$ cat src/sv/can_tbq_pkg.sv
`timescale 1ns / 1ps

package can_tbq_pkg;

    localparam int MODE_W  = 2;
    localparam int INDEX_W = 4;
    localparam int IDENT_W = 11;
    localparam int LEN_W   = 4;
    localparam int MBOX_W  = 3;
    localparam int CHOSEN_W = 2;
    localparam int DEL_W   = 2;
    localparam int COUNT_W = 8;
    localparam int CFG_W   = 5;

    localparam logic [COUNT_W-1:0]  COUNT_MAX = 8'd255;
    localparam logic [CFG_W-1:0]    CFG_RESET = 5'd16;
    localparam logic [CHOSEN_W-1:0] MBOX_NONE = 2'd3;

    localparam logic [DEL_W-1:0] DEL_NONE    = 2'd0;
    localparam logic [DEL_W-1:0] DEL_INHIBIT = 2'd1;
    localparam logic [DEL_W-1:0] DEL_SYNC    = 2'd2;

    typedef enum logic [MODE_W-1:0] {
        MODE_SETUP = 2'd0,
        MODE_SEND  = 2'd1,
        MODE_DONE  = 2'd2,
        MODE_CLEAR = 2'd3
    } t_mode;

    typedef enum logic [2:0] {
        S_IDLE,
        S_EXEC,
        S_SCAN,
        S_READ,
        S_EMIT
    } t_state;

    // Controller to datapath
    typedef struct packed {
        logic load;     // capture the request fields
        logic exec;     // run the per-mode operation
        logic scan;     // examine one buffer
        logic capture;  // take the identifier and length read data
        logic emit;     // move the result into the output register
    } t_cmd;

    // Datapath to controller
    typedef struct packed {
        logic exec_hand;  // send goes straight to a mailbox
        logic exec_scan;  // done or clear needs a buffer sweep
        logic scan_end;   // sweep index reached the active size
        logic scan_hand;  // sweep found the buffer to hand over
        logic out_free;   // output register can take a result
    } t_sts;

    function automatic logic [CHOSEN_W-1:0] lowest_empty(input logic [MBOX_W-1:0] mask);
        logic [CHOSEN_W-1:0] r;
        begin
            if (mask[0]) begin
                r = 2'd0;
            end else if (mask[1]) begin
                r = 2'd1;
            end else if (mask[2]) begin
                r = 2'd2;
            end else begin
                r = MBOX_NONE;
            end
            return r;
        end
    endfunction

endpackage

$ cat src/sv/can_transmit_buffer_queue_top.sv
`timescale 1ns / 1ps

// CAN transmit buffer queue: takes one request at a time (set up, send, transmit done,
// clear pending sync) and returns one result per request through a registered output.
// Set up and send pass the execute and emit states, and a send that hands the buffer over
// also passes a read state for the identifier/length read; transmit done and clear, while
// buffers are queued, sweep the buffer table one entry per cycle over the first
// min(buffers_in_use, TX_BUFFERS) entries, the done sweep stopping at a pending buffer.
// The next request can be accepted in the same cycle as the result appears. A result
// waits in the output register until taken; the next request is accepted meanwhile, and
// its result is held back until the register frees up. The user must write buffers_in_use
// through i_cfg_wr_en/i_cfg_wr_data while no request is open; the block does not check.

module can_transmit_buffer_queue_top #(
    parameter int TX_BUFFERS = 16
) (
    input  logic                                   i_clk,
    input  logic                                   i_rst_n,
    input  logic                                   i_cfg_wr_en,
    input  logic [can_tbq_pkg::CFG_W-1:0]          i_cfg_wr_data,
    input  logic                                   i_in_valid,
    output logic                                   o_in_ready,
    input  logic [can_tbq_pkg::MODE_W-1:0]         i_mode,
    input  logic [can_tbq_pkg::INDEX_W-1:0]        i_buffer_index,
    input  logic [can_tbq_pkg::IDENT_W-1:0]        i_frame_ident,
    input  logic [can_tbq_pkg::LEN_W-1:0]          i_frame_length,
    input  logic                                   i_sync_mark,
    input  logic [can_tbq_pkg::MBOX_W-1:0]         i_mailbox_empty,
    output logic                                   o_out_valid,
    input  logic                                   i_out_ready,
    output logic                                   o_transmit_now,
    output logic [can_tbq_pkg::INDEX_W-1:0]        o_sent_index,
    output logic [can_tbq_pkg::IDENT_W-1:0]        o_sent_ident,
    output logic [can_tbq_pkg::LEN_W-1:0]          o_sent_length,
    output logic [can_tbq_pkg::CHOSEN_W-1:0]       o_mailbox_chosen,
    output logic                                   o_overflow,
    output logic                                   o_overflow_reported,
    output logic [can_tbq_pkg::DEL_W-1:0]          o_deleted_code,
    output logic [can_tbq_pkg::COUNT_W-1:0]        o_queued_count
);
    import can_tbq_pkg::*;

    t_cmd w_cmd;
    t_sts w_sts;

    can_tbq_ctrl u_ctrl (
        .i_clk      (i_clk),
        .i_rst_n    (i_rst_n),
        .i_in_valid (i_in_valid),
        .o_in_ready (o_in_ready),
        .i_sts      (w_sts),
        .o_cmd      (w_cmd)
    );

    can_tbq_dpath #(
        .TX_BUFFERS (TX_BUFFERS)
    ) u_dpath (
        .i_clk               (i_clk),
        .i_rst_n             (i_rst_n),
        .i_cfg_wr_en         (i_cfg_wr_en),
        .i_cfg_wr_data       (i_cfg_wr_data),
        .i_mode              (i_mode),
        .i_buffer_index      (i_buffer_index),
        .i_frame_ident       (i_frame_ident),
        .i_frame_length      (i_frame_length),
        .i_sync_mark         (i_sync_mark),
        .i_mailbox_empty     (i_mailbox_empty),
        .i_cmd               (w_cmd),
        .o_sts               (w_sts),
        .i_out_ready         (i_out_ready),
        .o_out_valid         (o_out_valid),
        .o_transmit_now      (o_transmit_now),
        .o_sent_index        (o_sent_index),
        .o_sent_ident        (o_sent_ident),
        .o_sent_length       (o_sent_length),
        .o_mailbox_chosen    (o_mailbox_chosen),
        .o_overflow          (o_overflow),
        .o_overflow_reported (o_overflow_reported),
        .o_deleted_code      (o_deleted_code),
        .o_queued_count      (o_queued_count)
    );

    // One request in flight: ready drops right after acceptance
    a_one_in_flight: assert property (@(posedge i_clk) disable iff (!i_rst_n)
        (i_in_valid && o_in_ready) |=> !o_in_ready)
        else $error("request accepted while another is in progress");

    // Commands are mutually exclusive
    a_cmd_onehot: assert property (@(posedge i_clk) disable iff (!i_rst_n)
        $onehot0({w_cmd.load, w_cmd.exec, w_cmd.scan, w_cmd.capture, w_cmd.emit}))
        else $error("controller issued overlapping commands");

    // Never overwrite a result that is still waiting
    a_emit_free: assert property (@(posedge i_clk) disable iff (!i_rst_n)
        w_cmd.emit |-> (!o_out_valid || i_out_ready))
        else $error("result emitted into a full output register");

    a_emit_valid: assert property (@(posedge i_clk) disable iff (!i_rst_n)
        w_cmd.emit |=> o_out_valid)
        else $error("emitted result not presented");

endmodule

$ cat src/sv/can_tbq_ctrl.sv
`timescale 1ns / 1ps

module can_tbq_ctrl (
    input  logic               i_clk,
    input  logic               i_rst_n,
    input  logic               i_in_valid,
    output logic               o_in_ready,
    input  can_tbq_pkg::t_sts  i_sts,
    output can_tbq_pkg::t_cmd  o_cmd
);
    import can_tbq_pkg::*;

    t_state r_state;
    t_state n_state;

    always_ff @(posedge i_clk) begin
        if (!i_rst_n) begin
            r_state <= S_IDLE;
        end else begin
            r_state <= n_state;
        end
    end

    always_comb begin
        n_state = r_state;
        case (r_state)
            S_IDLE: begin
                if (i_in_valid) n_state = S_EXEC;
            end
            S_EXEC: begin
                if (i_sts.exec_hand) begin
                    n_state = S_READ;
                end else if (i_sts.exec_scan) begin
                    n_state = S_SCAN;
                end else begin
                    n_state = S_EMIT;
                end
            end
            S_SCAN: begin
                if (i_sts.scan_hand) begin
                    n_state = S_READ;
                end else if (i_sts.scan_end) begin
                    n_state = S_EMIT;
                end
            end
            S_READ: begin
                n_state = S_EMIT;
            end
            S_EMIT: begin
                if (i_sts.out_free) n_state = S_IDLE;
            end
            default: begin
                n_state = S_IDLE;
            end
        endcase
    end

    always_comb begin
        o_cmd      = '0;
        o_in_ready = 1'b0;
        case (r_state)
            S_IDLE: begin
                o_in_ready = 1'b1;
                o_cmd.load = i_in_valid;
            end
            S_EXEC: begin
                o_cmd.exec = 1'b1;
            end
            S_SCAN: begin
                o_cmd.scan = 1'b1;
            end
            S_READ: begin
                o_cmd.capture = 1'b1;
            end
            S_EMIT: begin
                o_cmd.emit = i_sts.out_free;
            end
            default: begin
                o_cmd = '0;
            end
        endcase
    end

endmodule

$ cat src/sv/can_tbq_dpath.sv
`timescale 1ns / 1ps

module can_tbq_dpath #(
    parameter int TX_BUFFERS = 16
) (
    input  logic                                   i_clk,
    input  logic                                   i_rst_n,
    input  logic                                   i_cfg_wr_en,
    input  logic [can_tbq_pkg::CFG_W-1:0]          i_cfg_wr_data,
    input  logic [can_tbq_pkg::MODE_W-1:0]         i_mode,
    input  logic [can_tbq_pkg::INDEX_W-1:0]        i_buffer_index,
    input  logic [can_tbq_pkg::IDENT_W-1:0]        i_frame_ident,
    input  logic [can_tbq_pkg::LEN_W-1:0]          i_frame_length,
    input  logic                                   i_sync_mark,
    input  logic [can_tbq_pkg::MBOX_W-1:0]         i_mailbox_empty,
    input  can_tbq_pkg::t_cmd                      i_cmd,
    output can_tbq_pkg::t_sts                      o_sts,
    input  logic                                   i_out_ready,
    output logic                                   o_out_valid,
    output logic                                   o_transmit_now,
    output logic [can_tbq_pkg::INDEX_W-1:0]        o_sent_index,
    output logic [can_tbq_pkg::IDENT_W-1:0]        o_sent_ident,
    output logic [can_tbq_pkg::LEN_W-1:0]          o_sent_length,
    output logic [can_tbq_pkg::CHOSEN_W-1:0]       o_mailbox_chosen,
    output logic                                   o_overflow,
    output logic                                   o_overflow_reported,
    output logic [can_tbq_pkg::DEL_W-1:0]          o_deleted_code,
    output logic [can_tbq_pkg::COUNT_W-1:0]        o_queued_count
);
    import can_tbq_pkg::*;

    localparam int IDX_W = (TX_BUFFERS > 1) ? $clog2(TX_BUFFERS) : 1;
    localparam int CNT_W = $clog2(TX_BUFFERS + 1);

    // Control state
    logic [TX_BUFFERS-1:0] r_pending, n_pending;
    logic [TX_BUFFERS-1:0] r_sync, n_sync;
    logic [COUNT_W-1:0]    r_count, n_count;
    logic                  r_inhibit, n_inhibit;
    logic                  r_first, n_first;
    logic [CFG_W-1:0]      r_cfg, n_cfg;
    logic                  r_out_valid, n_out_valid;

    // Captured request
    t_mode                 r_mode, n_mode;
    logic [INDEX_W-1:0]    r_idx, n_idx;
    logic [IDENT_W-1:0]    r_ident, n_ident;
    logic [LEN_W-1:0]      r_length, n_length;
    logic                  r_sync_mark, n_sync_mark;
    logic [CHOSEN_W-1:0]   r_mbox, n_mbox;
    logic [CNT_W-1:0]      r_scan, n_scan;

    // Result under construction
    logic                  r_res_tx, n_res_tx;
    logic [INDEX_W-1:0]    r_res_index, n_res_index;
    logic [IDENT_W-1:0]    r_res_ident, n_res_ident;
    logic [LEN_W-1:0]      r_res_length, n_res_length;
    logic [CHOSEN_W-1:0]   r_res_mbox, n_res_mbox;
    logic                  r_res_ovf, n_res_ovf;
    logic                  r_res_rep, n_res_rep;
    logic [DEL_W-1:0]      r_res_code, n_res_code;

    // Output register
    logic                  r_out_tx, n_out_tx;
    logic [INDEX_W-1:0]    r_out_index, n_out_index;
    logic [IDENT_W-1:0]    r_out_ident, n_out_ident;
    logic [LEN_W-1:0]      r_out_length, n_out_length;
    logic [CHOSEN_W-1:0]   r_out_mbox, n_out_mbox;
    logic                  r_out_ovf, n_out_ovf;
    logic                  r_out_rep, n_out_rep;
    logic [DEL_W-1:0]      r_out_code, n_out_code;
    logic [COUNT_W-1:0]    r_out_count, n_out_count;

    // Identifier and length store
    logic [IDENT_W-1:0]    r_mem_ident [TX_BUFFERS];
    logic [LEN_W-1:0]      r_mem_length [TX_BUFFERS];
    logic [IDENT_W-1:0]    r_rd_ident;
    logic [LEN_W-1:0]      r_rd_length;

    logic [CNT_W-1:0]      w_size;
    logic                  w_in_range;
    logic [IDX_W-1:0]      w_addr;
    logic [IDX_W-1:0]      w_scan_addr;
    logic [IDX_W-1:0]      w_rd_addr;
    logic                  w_mem_we;
    logic                  w_mem_re;
    logic                  w_scan_end;
    logic [COUNT_W-1:0]    w_count_inc;
    logic [COUNT_W-1:0]    w_count_dec;

    assign w_size      = (int'(r_cfg) < TX_BUFFERS) ? CNT_W'(r_cfg) : CNT_W'(TX_BUFFERS);
    assign w_in_range  = int'(r_idx) < int'(w_size);
    assign w_addr      = IDX_W'(r_idx);
    assign w_scan_addr = r_scan[IDX_W-1:0];
    assign w_scan_end  = r_scan >= w_size;
    assign w_count_inc = (r_count != COUNT_MAX) ? r_count + 8'd1 : r_count;
    assign w_count_dec = (r_count != '0) ? r_count - 8'd1 : r_count;

    assign w_mem_we  = i_cmd.exec && (r_mode == MODE_SETUP) && w_in_range;
    assign w_mem_re  = i_cmd.exec || i_cmd.scan;
    assign w_rd_addr = i_cmd.scan ? w_scan_addr : w_addr;

    assign o_sts.exec_hand = (r_mode == MODE_SEND) && w_in_range
                             && (r_mbox != MBOX_NONE) && (r_count == '0);
    assign o_sts.exec_scan = ((r_mode == MODE_DONE) || (r_mode == MODE_CLEAR))
                             && (r_count != '0);
    assign o_sts.scan_end  = w_scan_end;
    assign o_sts.scan_hand = (r_mode == MODE_DONE) && !w_scan_end && r_pending[w_scan_addr];
    assign o_sts.out_free  = !r_out_valid || i_out_ready;

    always_comb begin
        n_pending    = r_pending;
        n_sync       = r_sync;
        n_count      = r_count;
        n_inhibit    = r_inhibit;
        n_first      = r_first;
        n_cfg        = r_cfg;
        n_out_valid  = r_out_valid;
        n_mode       = r_mode;
        n_idx        = r_idx;
        n_ident      = r_ident;
        n_length     = r_length;
        n_sync_mark  = r_sync_mark;
        n_mbox       = r_mbox;
        n_scan       = r_scan;
        n_res_tx     = r_res_tx;
        n_res_index  = r_res_index;
        n_res_ident  = r_res_ident;
        n_res_length = r_res_length;
        n_res_mbox   = r_res_mbox;
        n_res_ovf    = r_res_ovf;
        n_res_rep    = r_res_rep;
        n_res_code   = r_res_code;
        n_out_tx     = r_out_tx;
        n_out_index  = r_out_index;
        n_out_ident  = r_out_ident;
        n_out_length = r_out_length;
        n_out_mbox   = r_out_mbox;
        n_out_ovf    = r_out_ovf;
        n_out_rep    = r_out_rep;
        n_out_code   = r_out_code;
        n_out_count  = r_out_count;

        if (i_cfg_wr_en) n_cfg = i_cfg_wr_data;

        if (i_cmd.load) begin
            n_mode       = t_mode'(i_mode);
            n_idx        = i_buffer_index;
            n_ident      = i_frame_ident;
            n_length     = i_frame_length;
            n_sync_mark  = i_sync_mark;
            n_mbox       = lowest_empty(i_mailbox_empty);
            n_scan       = '0;
            n_res_tx     = 1'b0;
            n_res_index  = '0;
            n_res_ident  = '0;
            n_res_length = '0;
            n_res_mbox   = MBOX_NONE;
            n_res_ovf    = 1'b0;
            n_res_rep    = 1'b0;
            n_res_code   = DEL_NONE;
        end

        if (i_cmd.exec) begin
            case (r_mode)
                MODE_SETUP: begin
                    if (w_in_range) begin
                        n_pending[w_addr] = 1'b0;
                        n_sync[w_addr]    = r_sync_mark;
                    end
                end
                MODE_SEND: begin
                    if (w_in_range) begin
                        n_res_mbox = r_mbox;
                        if (r_pending[w_addr]) begin
                            n_res_ovf = 1'b1;
                            n_res_rep = !r_first;
                        end
                        if (o_sts.exec_hand) begin
                            n_res_tx    = 1'b1;
                            n_res_index = r_idx;
                            n_inhibit   = r_sync[w_addr];
                        end else begin
                            n_pending[w_addr] = 1'b1;
                            n_count           = w_count_inc;
                        end
                    end
                end
                MODE_DONE: begin
                    n_first    = 1'b0;
                    n_inhibit  = 1'b0;
                    n_res_mbox = r_mbox;
                end
                MODE_CLEAR: begin
                    if (r_inhibit) begin
                        n_inhibit  = 1'b0;
                        n_res_code = DEL_INHIBIT;
                    end
                end
                default: begin
                    n_res_code = DEL_NONE;
                end
            endcase
        end

        if (i_cmd.scan) begin
            if (w_scan_end) begin
                // nothing pending in range: drop the stale count
                if (r_mode == MODE_DONE) n_count = '0;
            end else begin
                if (o_sts.scan_hand) begin
                    n_pending[w_scan_addr] = 1'b0;
                    n_count                = w_count_dec;
                    n_res_tx               = 1'b1;
                    n_res_index            = INDEX_W'(r_scan);
                    n_inhibit              = r_sync[w_scan_addr];
                end
                if ((r_mode == MODE_CLEAR) && r_pending[w_scan_addr] && r_sync[w_scan_addr]) begin
                    n_pending[w_scan_addr] = 1'b0;
                    n_count                = w_count_dec;
                    n_res_code             = DEL_SYNC;
                end
                n_scan = r_scan + CNT_W'(1);
            end
        end

        if (i_cmd.capture) begin
            n_res_ident  = r_rd_ident;
            n_res_length = r_rd_length;
        end

        if (r_out_valid && i_out_ready) n_out_valid = 1'b0;

        if (i_cmd.emit) begin
            n_out_valid  = 1'b1;
            n_out_tx     = r_res_tx;
            n_out_index  = r_res_index;
            n_out_ident  = r_res_ident;
            n_out_length = r_res_length;
            n_out_mbox   = r_res_mbox;
            n_out_ovf    = r_res_ovf;
            n_out_rep    = r_res_rep;
            n_out_code   = r_res_code;
            n_out_count  = r_count;
        end
    end

    always_ff @(posedge i_clk) begin
        if (!i_rst_n) begin
            r_pending   <= '0;
            r_sync      <= '0;
            r_count     <= '0;
            r_inhibit   <= 1'b0;
            r_first     <= 1'b1;
            r_cfg       <= CFG_RESET;
            r_out_valid <= 1'b0;
        end else begin
            r_pending   <= n_pending;
            r_sync      <= n_sync;
            r_count     <= n_count;
            r_inhibit   <= n_inhibit;
            r_first     <= n_first;
            r_cfg       <= n_cfg;
            r_out_valid <= n_out_valid;
        end
    end

    always_ff @(posedge i_clk) begin
        r_mode       <= n_mode;
        r_idx        <= n_idx;
        r_ident      <= n_ident;
        r_length     <= n_length;
        r_sync_mark  <= n_sync_mark;
        r_mbox       <= n_mbox;
        r_scan       <= n_scan;
        r_res_tx     <= n_res_tx;
        r_res_index  <= n_res_index;
        r_res_ident  <= n_res_ident;
        r_res_length <= n_res_length;
        r_res_mbox   <= n_res_mbox;
        r_res_ovf    <= n_res_ovf;
        r_res_rep    <= n_res_rep;
        r_res_code   <= n_res_code;
        r_out_tx     <= n_out_tx;
        r_out_index  <= n_out_index;
        r_out_ident  <= n_out_ident;
        r_out_length <= n_out_length;
        r_out_mbox   <= n_out_mbox;
        r_out_ovf    <= n_out_ovf;
        r_out_rep    <= n_out_rep;
        r_out_code   <= n_out_code;
        r_out_count  <= n_out_count;
    end

    always_ff @(posedge i_clk) begin
        if (w_mem_we) begin
            r_mem_ident[w_addr]  <= r_ident;
            r_mem_length[w_addr] <= r_length;
        end
        if (w_mem_re) begin
            r_rd_ident  <= r_mem_ident[w_rd_addr];
            r_rd_length <= r_mem_length[w_rd_addr];
        end
    end

    assign o_out_valid         = r_out_valid;
    assign o_transmit_now      = r_out_tx;
    assign o_sent_index        = r_out_index;
    assign o_sent_ident        = r_out_ident;
    assign o_sent_length       = r_out_length;
    assign o_mailbox_chosen    = r_out_mbox;
    assign o_overflow          = r_out_ovf;
    assign o_overflow_reported = r_out_rep;
    assign o_deleted_code      = r_out_code;
    assign o_queued_count      = r_out_count;

endmodule
$ cat config.mk
export PLATFORM = sky130hd
export DESIGN_NAME = can_transmit_buffer_queue_top
export DESIGN_NICKNAME = d
export VERILOG_FILES = /design/src/sv/can_tbq_pkg.sv /design/src/sv/can_transmit_buffer_queue_top.sv /design/src/sv/can_tbq_ctrl.sv /design/src/sv/can_tbq_dpath.sv
export SDC_FILE = /design/constraint.sdc
export NUM_CORES = 1
export LEC_CHECK = 0
export BUFFER_PORTS_ARGS = -buffer_cell sky130_fd_sc_hd__buf_2
export CAP_MARGIN = 20
export CORE_AREA = 10 10 184 186
export CTS_BUF_LIST = sky130_fd_sc_hd__clkbuf_4
export CTS_CLUSTER_SIZE = 14
export DETAILED_ROUTE_END_ITERATION = 10
export DIE_AREA = 0 0 194 196
export MAX_ROUTING_LAYER = met4
export PLACE_DENSITY = 0.82
export SYNTH_ARGS = -nofsm -noshare
export SYNTH_HDL_FRONTEND = slang
export SYNTH_HIERARCHICAL = 1
export SYNTH_SLANG_ARGS = --single-unit
$ cat constraint.sdc
create_clock -name i_clk -period 4.53 [get_ports i_clk]
set_clock_uncertainty 0.2 [all_clocks]
set_input_delay 0.906 -clock i_clk [delete_from_list [all_inputs] [get_ports i_clk]]
set_output_delay 0.906 -clock i_clk [all_outputs]
set_load 0.005 [all_outputs]
==> results_dict.tcl <==
set metrics [dict create \
    outcome "finished, final reports clean" \
    synth.avg_cell_area_um2 15.5 \
    worst-setup-path-type "reg2reg" \
    min_to "u_dpath/r_length[3]" \
    period_share_pct 78.5 \
    ys_warn_count 6 \
    critPathCaptureType "flip-flop" \
    hp-start "i_frame_length[3]" \
    portBuffers 70 \
    synth_flop_cell "edfxtp_1" \
    slowest_delay_ns 0.81 \
    wl_per_cell_um 23.2 \
    hold_path.class "in2reg" \
    layout-drive-gt1-share_pct 29.0 \
    globalplace.congestion 0.911 \
    rsz0062_at_grt "false" \
    whs_ns 0.140 \
    overflow 0 \
    synth_edf_count 328 \
    dr.pass1.iters 7 \
    root_buffer "clkbuf_4" \
    track_usage_pct 20.8 \
    io_pins 71 \
    fp.coreArea_um2 30300 \
    layout.nets 1255 \
    regToRegSetupSlack_ns 0.97 \
    min_period_ns 3.56 \
    hold_violations 0 \
    cp.required_ns 4.96 \
    cp_slowest_cell "dfxtp_1" \
    ctsResizeCount 0 \
    syn_nets 1111 \
    hold_depth 1 \
    drt-vias-per-instance 6.18 \
    std_cell_rows 64 \
    antenna_found_initial 1 \
    seq_area_frac_synth_pct 68.1 \
    cts_hold_buf 0 \
    synthTopCellsByArea "edfxtp_1 60%, mux4_2 10%, dfxtp_1 8.2%" \
    placed_cells 1497 \
    drt_iter0_drc 1000 \
    ys_seq_elements 395 \
    tightest_slew_ns 0.834 \
    cp.arrival_ns 3.99 \
    drtAntennaViolNets 0 \
    die_area_um2 38000 \
    start_util_pct 54.3 \
    critPathLaunchType "flip-flop" \
    setup_viol 0 \
    chipWidth_um 194 \
    power_density_nw_per_um2 429 \
    clockBufferDepth 3 \
    crit_family "compound AO/OA/AOI/OAI gates" \
    cts_tree "done" \
    drv_slew 0 \
    ys_types 64 \
    die_height_um 196 \
    dp_hpwl_mm 23.8 \
    clk_latency_ns 0.77 \
    dr_total_vias 10356 \
    cts_max_level 3 \
    grt_pass1_wl_mm 60.5 \
    drt-total-wl_mm 38.9 \
    cp_max_fo 18 \
    synth_area_um2 16400 \
    cts_made_buffers 99 \
    path_clk_slew_ns 0.06 \
    post_cts_buffers 0 \
    clock.fmax_ghz 0.281 \
    tns_ns 0 \
    stdcell_count 1677 \
    crit_path_cell_trace "ha_1, a211oi_1, o211a_1, o211a_1, buf_4, and2_1, a221oi_1, a211oi_1" \
    critPathBufInv 1 \
    ys_async_sr_fraction_pct 0 \
    slew_headroom_pct 44.2 \
    cts_sinks 395 \
    grt_pass1_vias 10573 \
    drv_cap 0 \
    drc 0 \
    rr_worst_depth 8 \
    r2r_end "u_dpath/r_count[3]" \
    yosysTopAreaCell "edfxtp_1" \
    syn_inst 1058 \
    r2r_start "u_dpath/r_scan[1]" \
    p_leak_nw 6.43 \
    yosysTopAreaCellShare_pct 60.0 \
    preCtsSetupSlack_ns 1.02 \
    grt_max_degree 61 \
    final_core_util_pct 61.6 \
    setup_ws_ns 0.974 \
    ir_drop_uv 349 \
    synthToLayoutAreaGrowth_pct 13.6 \
]
routing by layer:
layer,track usage [%],up-vias,wire length [um]
met4,8.46,0,1260
met3,4.60,99,3450
li1,-,4544,-
met1,25.9,5152,15200
met5,-,-,0
met2,32.7,561,18900
Yosys cell counts, drive strengths merged, types with 16 or more instances:
cell,instances
inv,16
a211oi,18
nand3,33
mux4,76
nand4,19
a21boi,17
edfxtp,328
clkbuf,44
buf,25
nor2,68
a21oi,17
dfxtp,67
o21ai,25
nor2b,18
ha,18
a31oi,23
nand2,63
and2,36
through the flow:
stage | power, mW | instance area [um2]
floorplan | 4.79 | 16400
global placement | 5.06 | 17400
detailed placement | 5.09 | 17400
CTS | 8.08 | 18700
global route | 8.33 | 18700
finish | 8.00 | 18700
sequential cells by signal, indices dropped and copies added (netlist names), 5 cells and up:
register	count
u_dpath/r_sync	16
u_dpath/o_sent_ident	11
u_dpath/r_mem_ident	176
u_dpath/r_scan	5
u_dpath/r_cfg	5
u_dpath/r_mem_length	64
u_dpath/r_res_ident	11
u_dpath/o_queued_count	8
u_dpath/r_rd_ident	11
u_dpath/r_ident	11
u_dpath/r_pending	16
u_dpath/r_count	8
worst register-to-register path: stages (launching register included):
cell and delay, ns:
dfxtp_1 0.81, ha_1 0.36, a211oi_1 0.33, o211a_1 0.35, o211a_1 0.55, buf_4 0.31, and2_1 0.23, a221oi_1 0.10
a211oi_1 0.23
worst max-delay path by stage:
stage	start	depth (start not counted)	to	slack, ns
finish	u_dpath/r_scan[1]	8	u_dpath/r_count[3]	0.97
global route	u_dpath/r_count[1]	12	u_ctrl/r_state[2]	0.73
CTS	u_dpath/r_count[1]	12	u_ctrl/r_state[0]	1.05
detailed placement	u_dpath/r_scan[1]	7	u_dpath/r_count[3]	1.02
global placement	u_dpath/r_scan[1]	7	u_dpath/r_count[3]	1.10
floorplan	i_out_ready	3	u_dpath/o_deleted_code[0]	0.39
layout make-up:
class                      count  area [um2]
clock inverter                27         154
multi-input combinational    578        4930
tap                          396         495
timing repair buffer         112         694
sequential                   395       11200
inverter                      16        60.1
fill                        2222       11600
antenna                        2        5.00
clock buffer                 151        1130
where the power goes:
group          total (mW)  internal [mW]  switching, mW  leakage (nW)
logic               0.750          0.292          0.458          2.13
clock network        2.99           1.58           1.41         0.773
registers            4.26           4.14          0.127          3.53
logic make-up (layout without fill, tap and decap cells):
kind of cell	count (synthesis)	in the layout	synth area share (%)
DFF	395	395	68.1
and+or+nand+nor	286	286	8.78
AOI/OAI and AO/OA	178	178	7.81
muxes	96	96	11.7
buffers and inverters	85	306	2.22
adders and majority gates	18	18	1.37
other	0	2	0
layout by cell type (no fill, tap or decap), drive strengths merged, types with 3 or more instances in the layout:
cell type	count
o211a	3
dfxtp	67
a211oi	18
o211ai	15
a41oi	13
and3	5
nor2b	18
o21ai	25
clkbuf	151
nand3	33
clkinv	22
mux4	76
nand2b	11
edfxtp	328
mux2	5
a41o	4
or2	5
a31oi	23
ha	18
a21boi	17
inv	20
nand2	63
buf	112
and2	36
nor3	14
o2111a	5
nand4	19
o31ai	7
o41ai	4
a21oi	17
nand3b	3
mux2i	15
o21a	5
nor2	68
No activity file was read; power rests on OpenSTA's default activity.
